**config.mk**
```make
export PLATFORM = sky130hd
export DESIGN_NAME = integer_to_roman_numeral
export DESIGN_NICKNAME = d
export VERILOG_FILES = /design/src/rtl/irn_pkg.sv /design/src/rtl/irn_ctrl.sv /design/src/rtl/irn_datapath.sv /design/src/rtl/integer_to_roman_numeral.sv
export SDC_FILE = /design/constraint.sdc
export NUM_CORES = 1
export LEC_CHECK = 0
export BUFFER_PORTS_ARGS = -buffer_cell sky130_fd_sc_hd__buf_2
export CELL_PAD_IN_SITES_DETAIL_PLACEMENT = 2
export CELL_PAD_IN_SITES_GLOBAL_PLACEMENT = 2
export CORE_ASPECT_RATIO = 1.2
export CORE_MARGIN = 5
export CORE_UTILIZATION = 30
export CTS_CLUSTER_SIZE = 28
export DETAILED_ROUTE_END_ITERATION = 10
export PLACE_DENSITY = 0.62
export RECOVER_POWER = 50
export SLEW_MARGIN = 30
export SYNTH_ARGS = -nofsm -noshare
export SYNTH_HDL_FRONTEND = slang
export SYNTH_SLANG_ARGS = --single-unit
```
**constraint.sdc**
```tcl
create_clock -name clk -period 3.07 [get_ports clk]
set_input_delay 0.1535 -clock clk [delete_from_list [all_inputs] [get_ports clk]]
set_output_delay 0.1535 -clock clk [all_outputs]
set_load 0.005 [all_outputs]
```
**src/rtl/irn_pkg.sv**
```systemverilog
// Shared types, register indexes and digit tables for the Roman numeral converter.
package irn_pkg;

    localparam int unsigned LIMIT_W = 12;
    localparam int unsigned VALUE_W = 16;
    localparam int unsigned CHAR_W  = 8;
    localparam int unsigned IDX_W   = 4;
    localparam int unsigned CFG_IDX_W = 2;

    localparam logic [CFG_IDX_W-1:0] REG_LOWER_LIMIT = 2'd0;
    localparam logic [CFG_IDX_W-1:0] REG_UPPER_LIMIT = 2'd1;

    localparam logic [LIMIT_W-1:0] LOWER_LIMIT_RESET = 12'd0;
    localparam logic [LIMIT_W-1:0] UPPER_LIMIT_RESET = 12'd3000;

    localparam logic [CHAR_W-1:0] CHAR_NONE = 8'h00;

    typedef enum logic [1:0] {
        ST_IDLE,
        ST_CHECK,
        ST_EMIT
    } state_t;

    // controller -> datapath
    typedef struct packed {
        logic load;    // capture input value
        logic check;   // run range check, start conversion or post invalid beat
        logic step;    // one greedy step
    } cmd_t;

    // datapath -> controller
    typedef struct packed {
        logic out_free;    // output register can take a beat this cycle
        logic pass;        // captured value is inside the limits
        logic final_char;  // this step posts the last character
    } status_t;

    function automatic logic [LIMIT_W-1:0] digit_value(input logic [IDX_W-1:0] idx);
        logic [LIMIT_W-1:0] v;
        case (idx)
            4'd0:    v = 12'd1000;
            4'd1:    v = 12'd900;
            4'd2:    v = 12'd500;
            4'd3:    v = 12'd400;
            4'd4:    v = 12'd100;
            4'd5:    v = 12'd90;
            4'd6:    v = 12'd50;
            4'd7:    v = 12'd40;
            4'd8:    v = 12'd10;
            4'd9:    v = 12'd9;
            4'd10:   v = 12'd5;
            4'd11:   v = 12'd4;
            default: v = 12'd1;
        endcase
        return v;
    endfunction

    function automatic logic [CHAR_W-1:0] digit_first(input logic [IDX_W-1:0] idx);
        logic [CHAR_W-1:0] c;
        case (idx)
            4'd0:    c = "M";
            4'd1:    c = "C";
            4'd2:    c = "D";
            4'd3:    c = "C";
            4'd4:    c = "C";
            4'd5:    c = "X";
            4'd6:    c = "L";
            4'd7:    c = "X";
            4'd8:    c = "X";
            4'd9:    c = "I";
            4'd10:   c = "V";
            4'd11:   c = "I";
            default: c = "I";
        endcase
        return c;
    endfunction

    // second letter of subtractive pairs, CHAR_NONE for single letters
    function automatic logic [CHAR_W-1:0] digit_second(input logic [IDX_W-1:0] idx);
        logic [CHAR_W-1:0] c;
        case (idx)
            4'd1:    c = "M";
            4'd3:    c = "D";
            4'd5:    c = "C";
            4'd7:    c = "L";
            4'd9:    c = "X";
            4'd11:   c = "V";
            default: c = CHAR_NONE;
        endcase
        return c;
    endfunction

endpackage

```
**src/rtl/irn_ctrl.sv**
```systemverilog
// Controller state machine: accept, range check, greedy emit sequencing.
module irn_ctrl
(
    input  logic            clk,
    input  logic            rst_n,
    input  logic            in_valid,
    output logic            in_stall,
    input  irn_pkg::status_t status,
    output irn_pkg::cmd_t    cmd
);
    import irn_pkg::*;

    state_t state_reg;
    state_t state_next;

    always_ff @(posedge clk or negedge rst_n)
    begin
        if (!rst_n)
        begin
            state_reg <= ST_IDLE;
        end
        else
        begin
            state_reg <= state_next;
        end
    end

    always_comb
    begin
        state_next = state_reg;
        case (state_reg)
            ST_IDLE:
            begin
                if (in_valid)
                begin
                    state_next = ST_CHECK;
                end
            end
            ST_CHECK:
            begin
                if (status.out_free)
                begin
                    state_next = status.pass ? ST_EMIT : ST_IDLE;
                end
            end
            ST_EMIT:
            begin
                if (status.out_free && status.final_char)
                begin
                    state_next = ST_IDLE;
                end
            end
            default:
            begin
                state_next = ST_IDLE;
            end
        endcase
    end

    always_comb
    begin
        in_stall  = 1'b1;
        cmd.load  = 1'b0;
        cmd.check = 1'b0;
        cmd.step  = 1'b0;
        case (state_reg)
            ST_IDLE:
            begin
                in_stall = 1'b0;
                cmd.load = 1'b1;
            end
            ST_CHECK:
            begin
                cmd.check = status.out_free;
            end
            ST_EMIT:
            begin
                cmd.step = status.out_free;
            end
            default:
            begin
                in_stall = 1'b1;
            end
        endcase
    end

endmodule

```
**src/rtl/irn_datapath.sv**
```systemverilog
// Datapath: limit registers, remainder and digit index, output beat register.
module irn_datapath
(
    input  logic                               clk,
    input  logic                               rst_n,
    input  logic                               cfg_valid,
    output logic                               cfg_ready,
    input  logic [irn_pkg::CFG_IDX_W-1:0]      cfg_index,
    input  logic [irn_pkg::LIMIT_W-1:0]        cfg_data,
    input  logic signed [irn_pkg::VALUE_W-1:0] value,
    input  irn_pkg::cmd_t                      cmd,
    output irn_pkg::status_t                   status,
    output logic                               out_valid,
    input  logic                               out_stall,
    output logic [irn_pkg::CHAR_W-1:0]         char_code,
    output logic                               last,
    output logic                               invalid
);
    import irn_pkg::*;

    logic [LIMIT_W-1:0]        lower_reg;
    logic [LIMIT_W-1:0]        upper_reg;
    logic signed [VALUE_W-1:0] value_reg;
    logic [LIMIT_W-1:0]        rest_reg;
    logic [LIMIT_W-1:0]        rest_next;
    logic [IDX_W-1:0]          idx_reg;
    logic [IDX_W-1:0]          idx_next;
    logic                      pend_reg;
    logic                      pend_next;

    logic                      out_valid_reg;
    logic [CHAR_W-1:0]         char_reg;
    logic                      last_reg;
    logic                      invalid_reg;

    logic [LIMIT_W-1:0]        dval;
    logic [CHAR_W-1:0]         dfirst;
    logic [CHAR_W-1:0]         dsecond;
    logic                      ge;
    logic [LIMIT_W-1:0]        diff;
    logic                      pass;
    logic                      emit_en;
    logic [CHAR_W-1:0]         emit_char;
    logic                      emit_last;
    logic                      out_free;

    assign cfg_ready = 1'b1;

    always_ff @(posedge clk or negedge rst_n)
    begin
        if (!rst_n)
        begin
            lower_reg <= LOWER_LIMIT_RESET;
            upper_reg <= UPPER_LIMIT_RESET;
        end
        else if (cfg_valid)
        begin
            case (cfg_index)
                REG_LOWER_LIMIT: lower_reg <= cfg_data;
                REG_UPPER_LIMIT: upper_reg <= cfg_data;
                default:         ;
            endcase
        end
    end

    // limits are non-negative, so zero-extend and compare signed
    assign pass = (value_reg > $signed({{(VALUE_W-LIMIT_W){1'b0}}, lower_reg})) &&
                  (value_reg <= $signed({{(VALUE_W-LIMIT_W){1'b0}}, upper_reg}));

    assign dval    = digit_value(idx_reg);
    assign dfirst  = digit_first(idx_reg);
    assign dsecond = digit_second(idx_reg);
    assign ge      = rest_reg >= dval;
    assign diff    = rest_reg - dval;

    always_comb
    begin
        emit_en   = 1'b0;
        emit_char = dfirst;
        emit_last = 1'b0;
        rest_next = rest_reg;
        idx_next  = idx_reg;
        pend_next = pend_reg;
        if (pend_reg)
        begin
            emit_en   = 1'b1;
            emit_char = dsecond;
            emit_last = (rest_reg == '0);
            pend_next = 1'b0;
        end
        else if (ge)
        begin
            emit_en   = 1'b1;
            rest_next = diff;
            pend_next = (dsecond != CHAR_NONE);
            emit_last = (dsecond == CHAR_NONE) && (diff == '0);
        end
        else
        begin
            idx_next = idx_reg + 1'b1;
        end
    end

    assign out_free = !out_valid_reg || !out_stall;

    assign status.out_free   = out_free;
    assign status.pass       = pass;
    assign status.final_char = emit_en && emit_last;

    always_ff @(posedge clk)
    begin
        if (cmd.load)
        begin
            value_reg <= value;
        end
        if (cmd.check)
        begin
            rest_reg <= value_reg[LIMIT_W-1:0];
            idx_reg  <= '0;
            pend_reg <= 1'b0;
        end
        else if (cmd.step)
        begin
            rest_reg <= rest_next;
            idx_reg  <= idx_next;
            pend_reg <= pend_next;
        end
    end

    always_ff @(posedge clk or negedge rst_n)
    begin
        if (!rst_n)
        begin
            out_valid_reg <= 1'b0;
        end
        else if (out_free)
        begin
            out_valid_reg <= (cmd.check && !pass) || (cmd.step && emit_en);
        end
    end

    always_ff @(posedge clk)
    begin
        if (cmd.check && !pass)
        begin
            char_reg    <= CHAR_NONE;
            last_reg    <= 1'b1;
            invalid_reg <= 1'b1;
        end
        else if (cmd.step && emit_en)
        begin
            char_reg    <= emit_char;
            last_reg    <= emit_last;
            invalid_reg <= 1'b0;
        end
    end

    assign out_valid = out_valid_reg;
    assign char_code = char_reg;
    assign last      = last_reg;
    assign invalid   = invalid_reg;

endmodule

```
**src/rtl/integer_to_roman_numeral.sv**
```systemverilog
// Top level of the integer to Roman numeral converter.
//
// Takes one signed 16-bit value per input beat and, when
// lower_limit < value <= upper_limit, sends its Roman numeral as ASCII
// characters, one output beat each, with last set on the final character.
// A value outside the limits gives one beat with char_code 0, last 1 and
// invalid 1. Digits are chosen greedily from 1000 down to 1; subtractive
// pairs (CM, CD, XC, XL, IX, IV) go out as two beats. One item is in work
// at a time: it is accepted, range checked, then walked through the
// thirteen-entry table with one step per character and one step for each
// digit value skipped; an output stall holds the walk. The greedy step is
// one compare and subtract on the 12-bit remainder. The next item is
// accepted while the final character still waits in the output register.
// Configuration: index 0 is lower_limit (reset 0), index 1 is upper_limit
// (reset 3000), 12 bits each; cfg_ready is always high, other indexes are
// ignored. Write only while idle.
module integer_to_roman_numeral
(
    input  logic                               clk,
    input  logic                               rst_n,
    input  logic                               cfg_valid,
    output logic                               cfg_ready,
    input  logic [irn_pkg::CFG_IDX_W-1:0]      cfg_index,
    input  logic [irn_pkg::LIMIT_W-1:0]        cfg_data,
    input  logic                               in_valid,
    output logic                               in_stall,
    input  logic signed [irn_pkg::VALUE_W-1:0] value,
    output logic                               out_valid,
    input  logic                               out_stall,
    output logic [irn_pkg::CHAR_W-1:0]         char_code,
    output logic                               last,
    output logic                               invalid
);
    import irn_pkg::*;

    cmd_t    cmd;
    status_t status;

    // sequencing: idle / check / emit
    irn_ctrl u_ctrl
    (
        .clk      (clk),
        .rst_n    (rst_n),
        .in_valid (in_valid),
        .in_stall (in_stall),
        .status   (status),
        .cmd      (cmd)
    );

    // limits, remainder walk and the output beat register
    irn_datapath u_datapath
    (
        .clk       (clk),
        .rst_n     (rst_n),
        .cfg_valid (cfg_valid),
        .cfg_ready (cfg_ready),
        .cfg_index (cfg_index),
        .cfg_data  (cfg_data),
        .value     (value),
        .cmd       (cmd),
        .status    (status),
        .out_valid (out_valid),
        .out_stall (out_stall),
        .char_code (char_code),
        .last      (last),
        .invalid   (invalid)
    );

endmodule

```
* Word level (Yosys, flattened, before mapping)
Memories as Yosys holds them, arrays and structs flattened. A register that Yosys moved wholly into a read port is not among the register bits.
Cells that the tools add are included.
Widths: inputs -> output; s select.
** Operators by class
- Bitwise gates (word level) :: 2
- Mux-type cells :: 25
- Magnitude comparators :: 3
- Reduce and logical (&&, ||, !) cells :: 24
- Equal/unequal tests :: 13
- $add $sub $neg :: 2
** Operators with widths (count)
- $mux 12 :: 4
- $pmux 7 s6 :: 1
- $logic_not 12->1 :: 2
- $gt 16x13->1 :: 1
- $le 16x13->1 :: 1
- $mux 4 :: 4
- $ge 12x12->1 :: 1
- $sub 12x12->12 :: 1
- $mux 1 :: 10
- $reduce_and 3->1 :: 3
- $eq 4x3->1 const B :: 2
- $eq 4x4->1 const B :: 2
- $logic_not 8->1 :: 1
- $mux 2 :: 4
- $mux 8 :: 1
- $reduce_bool 8->1 :: 1
- $logic_and 1x1->1 :: 6
- $ne 2x1->1 const B :: 3
- $pmux 2 s3 :: 1
- $add 4x1->4 const B :: 1
- $eq 2x1->1 const B :: 2
- $eq 4x1->1 const B :: 1
- $eq 4x2->1 const B :: 1
- $logic_not 2->1 :: 2
- other kinds (7) :: 13
** Storage, ports and cells
- Word-level logic and storage cells :: 82
- Memories :: 2
- ROM bits :: 240
- Input bits :: 35
- Register bits after elaboration :: 70
** Memory list
- (no name shown) :: words 16, bits a word 10, rd ports 1, clocked after Yosys merged registers in 1, wr ports 0, line irn_pkg.sv:40 : case (idx)
- (no name shown) :: words 16, bits a word 5, rd ports 1, clocked after Yosys merged registers in 1, wr ports 0, line irn_pkg.sv:60 : case (idx)

* Logic depth before layout (Yosys ltp)
Gate-level depths: netlist of run 1.
- Depth in word-level cells :: 10
- Gate-level depth with buffers :: 16
- Depth with buffers taken out :: 15

* Modules after synthesis
From an unflattened synthesis of run 1, not the netlist that was laid out.
** Unflattened totals
- Cells, all modules :: 452
- Area total of the unflattened synthesis :: 4613.2 um^2
** By module, submodules not included
- irn_datapath :: instances 1, seq. area each 2015.7 um^2, cells each 439, area each 4494.3 um^2
- irn_ctrl :: instances 1, seq. area each 50.0 um^2, cells each 13, area each 118.9 um^2

* Least setup slack after synthesis of run 1
No wires, ideal clock.
- Kind :: register to register
- From :: register u_datapath.rest_reg[0]
- To :: register u_datapath.dval[2] (netlist name)
- Required time :: 2.953 ns
- Library setup time :: 0.117 ns
- Setup slack :: 0.346 ns
- Clock period less this slack :: 2.724 ns
- Arrival time :: 2.607 ns
- Stages on the path, launching flop included :: 17
- Cell sequence :: edfxtp_1 inv_1 ha_1 inv_1 fa_1 nand3_1 a31oi_1 o21ai_2 and2_1 buf_2 xnor2_1 nor2_1 inv_2 ha_1 nand2_1 o21ai_0 a22o_1
** On the way
- Word-level cells in the longest chain between the ends :: 5
** Ends and longest elaborated chain
- start: declaration :: line irn_datapath.sv:24 : logic [LIMIT_W-1:0] rest_reg;
- start signal: assignment :: line irn_datapath.sv:118 : rest_reg <= value_reg[LIMIT_W-1:0];
- start signal: assignment :: line irn_datapath.sv:124 : rest_reg <= rest_next;
- $ge 12x12->1 :: line irn_datapath.sv:73 : assign ge = rest_reg >= dval;
- $not 1->1 (no source line)
- $reduce_and 3->1 (no source line)
- $mux 4 (no source line) (2 in series)
Every way passes these cells.
A chain may end at the register's enable or synchronous reset.

* Worst setup path in the final report of run 1
- From :: register u_datapath.rest_reg[2]
- To :: register u_ctrl.state_reg[1]
** On the way
- Word-level cells in the longest chain between the ends :: 9
- Elaborated cells between the ends (all ways) :: 13
- Those cells by class :: add/sub (1); order compare (1); eq/ne (1); mux (4); reduce/logical (6)
** Ends and longest elaborated chain
- $sub 12x12->12 :: line irn_datapath.sv:74 : assign diff = rest_reg - dval;
- $logic_not 12->1 :: line irn_datapath.sv:96 : emit_last = (dsecond == CHAR_NONE) && (diff == '0);
- $logic_and 1x1->1 :: line irn_datapath.sv:96
- $mux 1 :: line irn_datapath.sv:91 : else if (ge)
- $mux 1 :: line irn_datapath.sv:84 : if (pend_reg)
- $logic_and 1x1->1 (*) :: line irn_datapath.sv:108 : assign status.final_char = emit_en && emit_last;
- $logic_and 1x1->1 (*) :: line irn_ctrl.sv:48 : if (status.out_free && status.final_char)
- $ne 2x1->1 (no source line) (*)
- $reduce_and 3->1 (no source line) (*)
- end signal: assignment :: line irn_ctrl.sv:24 : state_reg <= state_next;
- end: declaration :: line irn_ctrl.sv:13 : state_t state_reg;
Mark *: on every way between the ends. The rest lies on a longest branch, timed or not.

==> results by group, run 1 <==
Timing
  – Finish-stage setup viols: 0
  – Measured slew at the worst slew-check pin: 1.57 ns
  – Clk_skew: 0.0101 ns
  – Tcrit/Tclk final: 0.977
  – Fmax: between 0.3 and 0.4 GHz
  – Min Hold Slack: 0.0226 ns
  – Setup TNS: 0 ns
  – Slew Limit Fails: 28
  – Minimum clock period: 3.00 ns
  – Final hold vios: 0
  – Worst relative slew slack: -0.0461
  – Post-route setup slack: 0.0711 ns

Pwr
  – Power Dens Cells: 909 nW/µm²
  – Pleak: 2.49 nW
  – Peak VDD IR: 334 µV
  – Tot Pwr: roughly 5.2 mW

Global route
  – Vias in the first global route: 4173
  – Gr ovfl total: 0
  – Total track usage: 0.158
  – First-pass GRT wire length: 22100 µm
  – Pin count of the biggest net entering global routing: 28
  – Antenna violations before repair: 0

Place
  – Area after DPL: 5170 µm²
  – Routability cong.: between 0.8 and 0.9
  – HPWL Detailed: 10400 µm
  – DP Worst Slack: -0.0693 ns
  – DP Cell Count: 729
  – Port bufs: 44

Final layout
  – Footprint of the multi-input gates: roughly 2500 µm²
  – Util after Layout: 0.373
  – Share of layout cells above drive strength 1: 0.223
  – Area Growth Syn to Fin: 23.5%
  – Design Area, Final: between 5000 and 6000 µm²
  – ANT cells: 0
  – Layout Cells excl Fill: 765
  – Max reg flops: 16
  – FF+latch area: 2070 µm²
  – # nets final: 629
  – Fillcell total: 1719

Job
  – Max-cap violations: 1

Yosys
  – Top cells by area, synth: edfxtp_1 (18%), dfxtp_1 (12%), ha_1 (11%), dfrtp_1 (11%), nand2_1 (4.7%)
  – Area of the mapped netlist: 4670 µm²
  – Syn Area/Cell: 9.73 µm²
  – Fraction of registers with async set/reset: 0.329
  – Synth warnings: 0
  – Post-synth top flop: edfxtp_1
  – Post-synth top area cell: edfxtp_1
  – Post-synth EDFFs: 28
  – Synth Register Bits: between 80 and 90
  – Synth top area share: 0.180
  – Synth cell types: 65
  – Register area share after synthesis: 0.442
  – Synthesized netlist cell count: 480

Worst setup path
  – Crit path required time: 3.30 ns
  – Setup crit start: u_datapath.rest_reg[2]
  – Crit path DAT: 3.23 ns
  – Setup crit start kind: flip-flop
  – Peak fanout along the critical path: 5
  – R2r endpoint: u_ctrl.state_reg[1]
  – R2r worst-path depth: 10
  – Critical Path Sink Type: flip-flop
  – CP endpoint: u_ctrl.state_reg[1]
  – FF-to-FF Start: u_datapath.rest_reg[2]
  – Reg-to-reg slack, setup: 0.07 ns
  – Crit path kind: flip-flop to flip-flop

Run status
  – Failing checks: max-capacitance violations, max-slew violations
  – Status: finished with violations

Detailed routing
  – Via count: 3746
  – DR pass1 iterations: 4
  – DR WL/cell: 17.8 µm
  – WL final: roughly 14000 µm
  – Vias/cell: approximately 4.9
  – DRC viols: 0
  – DRT iter0 DRCs: 107
  – Number of routed nets with antenna violations: 0

Clock tree
  – CTS buffer count: 9
  – CTS tree: built
  – Clock-pin slew on the worst setup and hold paths: 0.07 ns
  – Num Clock Sinks: between 80 and 90
  – H-tree level count: 3
  – Clk Latency, worst-skew pair: 0.35 ns
  – Clk buf depth: 2
  – Clk root buf: clkbuf_16

Floorplan
  – Die area: around 18000 µm²
  – Die height: 147 µm
  – Core ar.: roughly 15000 µm²
  – Row count: 50
  – Die Wd: 124 µm
  – Initial core utilization: 0.302
  – IO Pins: 48

Min path
  – Path type of the worst min-delay path: primary input to flip-flop
  – Worst hold start: cfg_data[2]
## power by group
group | internal (mW) | total [mW] | leakage (nW) | switching (mW)
clock | 0.709 | 1.18 | 0.159 | 0.473
combinational | 0.979 | 2.33 | 1.52 | 1.35
sequential | 1.52 | 1.73 | 0.809 | 0.207
total | 3.21 | 5.24 | 2.49 | 2.03
## area by class of cell
type | count | area share
multi-input combinational | 338 | 0.426
inverter | 45 | 0.0293
clock inverter | 4 | 0.00976
sequential | 82 | 0.358
clock buffer | 12 | 0.0464
timing repair buffer | 76 | 0.0857
tap | 208 | 0.0451
## routing by layer
layer	vias up	wire length [µm]	track usage
met5	-	0	0
met2	43	7530	0.293
met3	12	324	0.0306
li1	1846	-	-
met1	1845	5620	0.181
met4	0	150	0.0416
## placed cells by master (no fill, tap or decap), types with 7 or more instances in the layout
cell type      netlist  final
nor3_1               8      8
nor2_1              28     28
edfxtp_1            28     28
dfrtp_1             20     20
nand2_1             59     59
inv_1               42     41
buf_2                4     40
dfxtp_1             27     27
a21o_1               8      8
buf_4                3     14
ha_1                41     40
a21oi_1             26     25
dlygate4sd3_1        0     17
o21ai_0             29     28
dfstp_2              7      7
nand4_1             10     10
mux2_2              14     14
clkbuf_16            0     10
nor2b_1             10     10
## worst max-delay path, cell delays in order (launching register included)
cell,delay (ns)
edfxtp_1,0.43
ha_1,0.47
nand3_4,0.14
a21boi_0,0.38
mux2i_1,0.22
a2111oi_4,0.38
o2111ai_2,0.19
a2111oi_4,0.35
buf_4,0.17
or3b_1,0.10
nand3_1,0.06
## kinds of logic after synthesis
logic type	after synthesis	share of synthesized area
compound gates	114	0.170
xor+xnor	6	0.0113
fa+ha+maj	42	0.114
buf+inv	61	0.0525
flops	82	0.442
mux	21	0.0496
other cells	2	0.00161
simple gates	152	0.159
## synth_stat cells, drive strengths merged (2+ instances only)
master   number
a2111oi       2
a21boi        2
a21o          9
a21oi        29
a22o          3
a31o          3
a31oi         3
and2          5
buf           8
clkbuf        8
conb          2
dfrtp        20
dfstp         7
dfxtp        27
edfxtp       28
ha           41
inv          45
mux2         14
mux2i         7
nand2        59
nand2b        4
nand3         7
nand3b        2
nand4        10
nor2         28
nor2b        10
nor3          8
nor3b         3
nor4          4
o2111ai       2
o211ai        5
o21a          5
o21ai        32
o21bai        2
o22ai         6
o311ai        2
o31ai         4
or2           2
or2b          2
or4           3
xnor2         3
xor2          3
## how the worst min path moves through the flow
stage / cells past startpoint / slack, ns / end
2_1_floorplan: 0 / -0.14 / u_ctrl.state_reg[0]
3_3_place_gp: 1 / 0.23 / u_datapath.lower_reg[9]
3_5_place_dp: 1 / 0.23 / u_datapath.lower_reg[9]
4_1_cts: 3 / 0.02 / u_datapath.lower_reg[2]
5_1_grt: 3 / 0.03 / u_datapath.lower_reg[8]
6_report: 3 / 0.02 / u_datapath.lower_reg[2]
## timing repair
| item | CTS | global route |
|---|---|---|
| pin swaps | 0 | 4 |
| buffers inserted | 0 | 3 |
| gates resized for setup | 2 | 16 |
| setup endpoints to repair | 2 | 12 |
| endpoints found under the hold margin | 36 | 0 |
| hold buffers | 17 | 0 |
No activity file was read; power rests on OpenSTA's default activity.
==> run 2, diff against run 1 <==
--- a/config.mk
+++ b/config.mk
@@ -10,10 +10,10 @@
 export CELL_PAD_IN_SITES_GLOBAL_PLACEMENT = 2
 export CORE_ASPECT_RATIO = 1.2
 export CORE_MARGIN = 5
-export CORE_UTILIZATION = 30
+export CORE_UTILIZATION = 25
 export CTS_CLUSTER_SIZE = 28
 export DETAILED_ROUTE_END_ITERATION = 10
-export PLACE_DENSITY = 0.62
+export PLACE_DENSITY = 0.53
 export RECOVER_POWER = 50
 export SLEW_MARGIN = 30
 export SYNTH_ARGS = -nofsm -noshare
==> results by group, run 2 (same netlist as run 1, synthesis figures left out) <==
Final layout
  – Area Growth Syn to Fin: 23.4%
  – Share of layout cells above drive strength 1: 0.212
  – Commonest cells after routing, fill and taps aside: nand2_1 (59), inv_1 (42), ha_1 (41), buf_2 (37), o21ai_0 (29)
  – Util after Layout: 0.315
  – ANT cells: 0
  – # nets final: 634
  – Most common cell after layout, fill and taps aside: nand2_1
  – Max reg flops: 16

Detailed routing
  – Number of routed nets with antenna violations: 0
  – Met2 wire length: 7440 µm
  – WL final: 13900 µm
  – Vias/cell: approximately 4.6
  – M1 WL: 6030 µm
  – DR WL met3: 277 µm
  – DRT iter0 DRCs: 110
  – DR pass1 iterations: 4
  – DR WL/cell: 17.1 µm
  – Top routing layer used: met4
  – DRC viols: 0
  – Via count: 3731

Place
  – Routability cong.: 0.821
  – Port bufs: 44
  – HPWL Detailed: 10900 µm
  – DP Worst Slack: -0.0158 ns

Worst setup path
  – Peak fanout along the critical path: 3
  – Reg-to-reg slack, setup: 0.15 ns
  – Crit path DAT: ~3.2 ns
  – Setup crit start kind: flip-flop
  – Crit path required time: between 3 and 4 ns
  – Crit path kind: flip-flop to flip-flop
  – Critical Path Sink Type: flip-flop

Timing
  – Fmax: 0.343 GHz
  – Slew Limit Fails: 28
  – Clk_skew: 0.00817 ns
  – Final hold vios: 0
  – Post-route setup slack: 0.152 ns
  – Finish-stage setup viols: 0
  – Tcrit/Tclk final: 0.951
  – Worst relative slew slack: -0.0989
  – Minimum clock period: 2.92 ns
  – Measured slew at the worst slew-check pin: 1.65 ns

Global route
  – Vias in the first global route: between 4k and 5k
  – Total track usage: 0.135
  – Gr ovfl total: 0
  – Antenna violations before repair: 0
  – Pin count of the biggest net entering global routing: 28
  – First-pass GRT wire length: 22700 µm

Clock tree
  – CTS tree: built
  – Clk root buf: clkbuf_16
  – H-tree level count: 3
  – Clock-pin slew on the worst setup and hold paths: 0.07 ns
  – Clk Latency, worst-skew pair: roughly 0.35 ns
  – CTS buffer count: 9
  – Num Clock Sinks: 82
  – Clk buf depth: 2

Floorplan
  – Initial core utilization: 0.255
  – Row count: 54
  – Die area: 21500 µm²
  – IO Pins: 48
  – Die height: between 150 and 200 µm
  – Die Wd: roughly 130 µm
  – Core ar.: 18300 µm²

Job
  – Max-cap violations: 1

Pwr
  – Pleak: 2.46 nW
  – Peak VDD IR: roughly 300 µV
  – Power Dens Cells: between 800 and 900 nW/µm²

Run status
  – Status: finished with violations
  – Failing checks: max-capacitance violations, max-slew violations

Min path
  – Path type of the worst min-delay path: primary input to flip-flop
[run 2: cell types whose count changed in the layout (fill, tap and decap cells not counted), sizes merged]
cell / before / now
clkinv: 2 / 4
buf: 54 / 57
clkinvlp: 0 / 1
clkbuf: 17 / 16
[run 2: report_power, final]
part           leakage [nW]  internal [mW]  switching [mW]
logic                  1.51          0.974            1.29
registers             0.809           1.52           0.198
clock network         0.146          0.637           0.495
[run 2: critical path, cell delays in order (launching register included)]
cell	delay [ns]
edfxtp_1	0.43
ha_1	0.31
nor2b_1	0.15
o31a_1	0.31
o211ai_2	0.22
a21oi_1	0.12
or4_1	0.48
a2111oi_2	0.41
buf_4	0.19
nor3_1	0.05
a31oi_1	0.16
[run 2: worst paths after layout]
path                                         from                       to  cells past startpoint
max                        u_datapath.rest_reg[1]          u_datapath.last                     10
min                                   cfg_data[6]  u_datapath.lower_reg[6]                      3
max reg2reg                u_datapath.rest_reg[1]          u_datapath.last                     10
min reg2reg                    u_datapath.invalid       u_datapath.invalid                      2
max in group asynchronous                   rst_n      u_ctrl.state_reg[0]                      2
min in group asynchronous                   rst_n  u_datapath.upper_reg[6]                      2
[run 2: routing by layer]
layer | track usage | vias up
li1 | - | 1848
met1 | 0.159 | 1838
met2 | 0.246 | 33
met3 | 0.0296 | 12
met4 | 0.0310 | 0
met5 | 0 | -
[run 2: final cells by class]
type / count / area [µm²]
multi-input cells: 338 / 2380
fillers: 2064 / 12500
repair buffers: 81 / 528
inverters: 45 / 169
well taps: 252 / 315
clock inverters: 7 / 77.6
clock buffers: 9 / 225
flip-flops and latches: 82 / 2070
[run 2: what timing repair did]
action | CTS | global route
hold buffers | 17 | 0
pin swaps | 0 | 2
hold endpoints to repair | 36 | 0
gates resized for setup | 2 | 4
buffers inserted | 0 | 3
cloned | 0 | 0
setup endpoints to repair | 3 | 12
[run 2: per-stage QoR]
stage	std cells	TNS, ns	cell area, µm²	total power [mW]	hold WS (ns)
2_1_floorplan	481	0	4670	3.16	-0.142
3_3_place_gp	778	0	5270	3.93	0.227
3_5_place_dp	778	-0.0166	5270	3.99	0.241
4_1_cts	811	0	5740	5.18	0.0126
5_1_grt	814	-0.00829	5760	5.56	0.0300
6_report	814	0	5760	5.12	0.0258
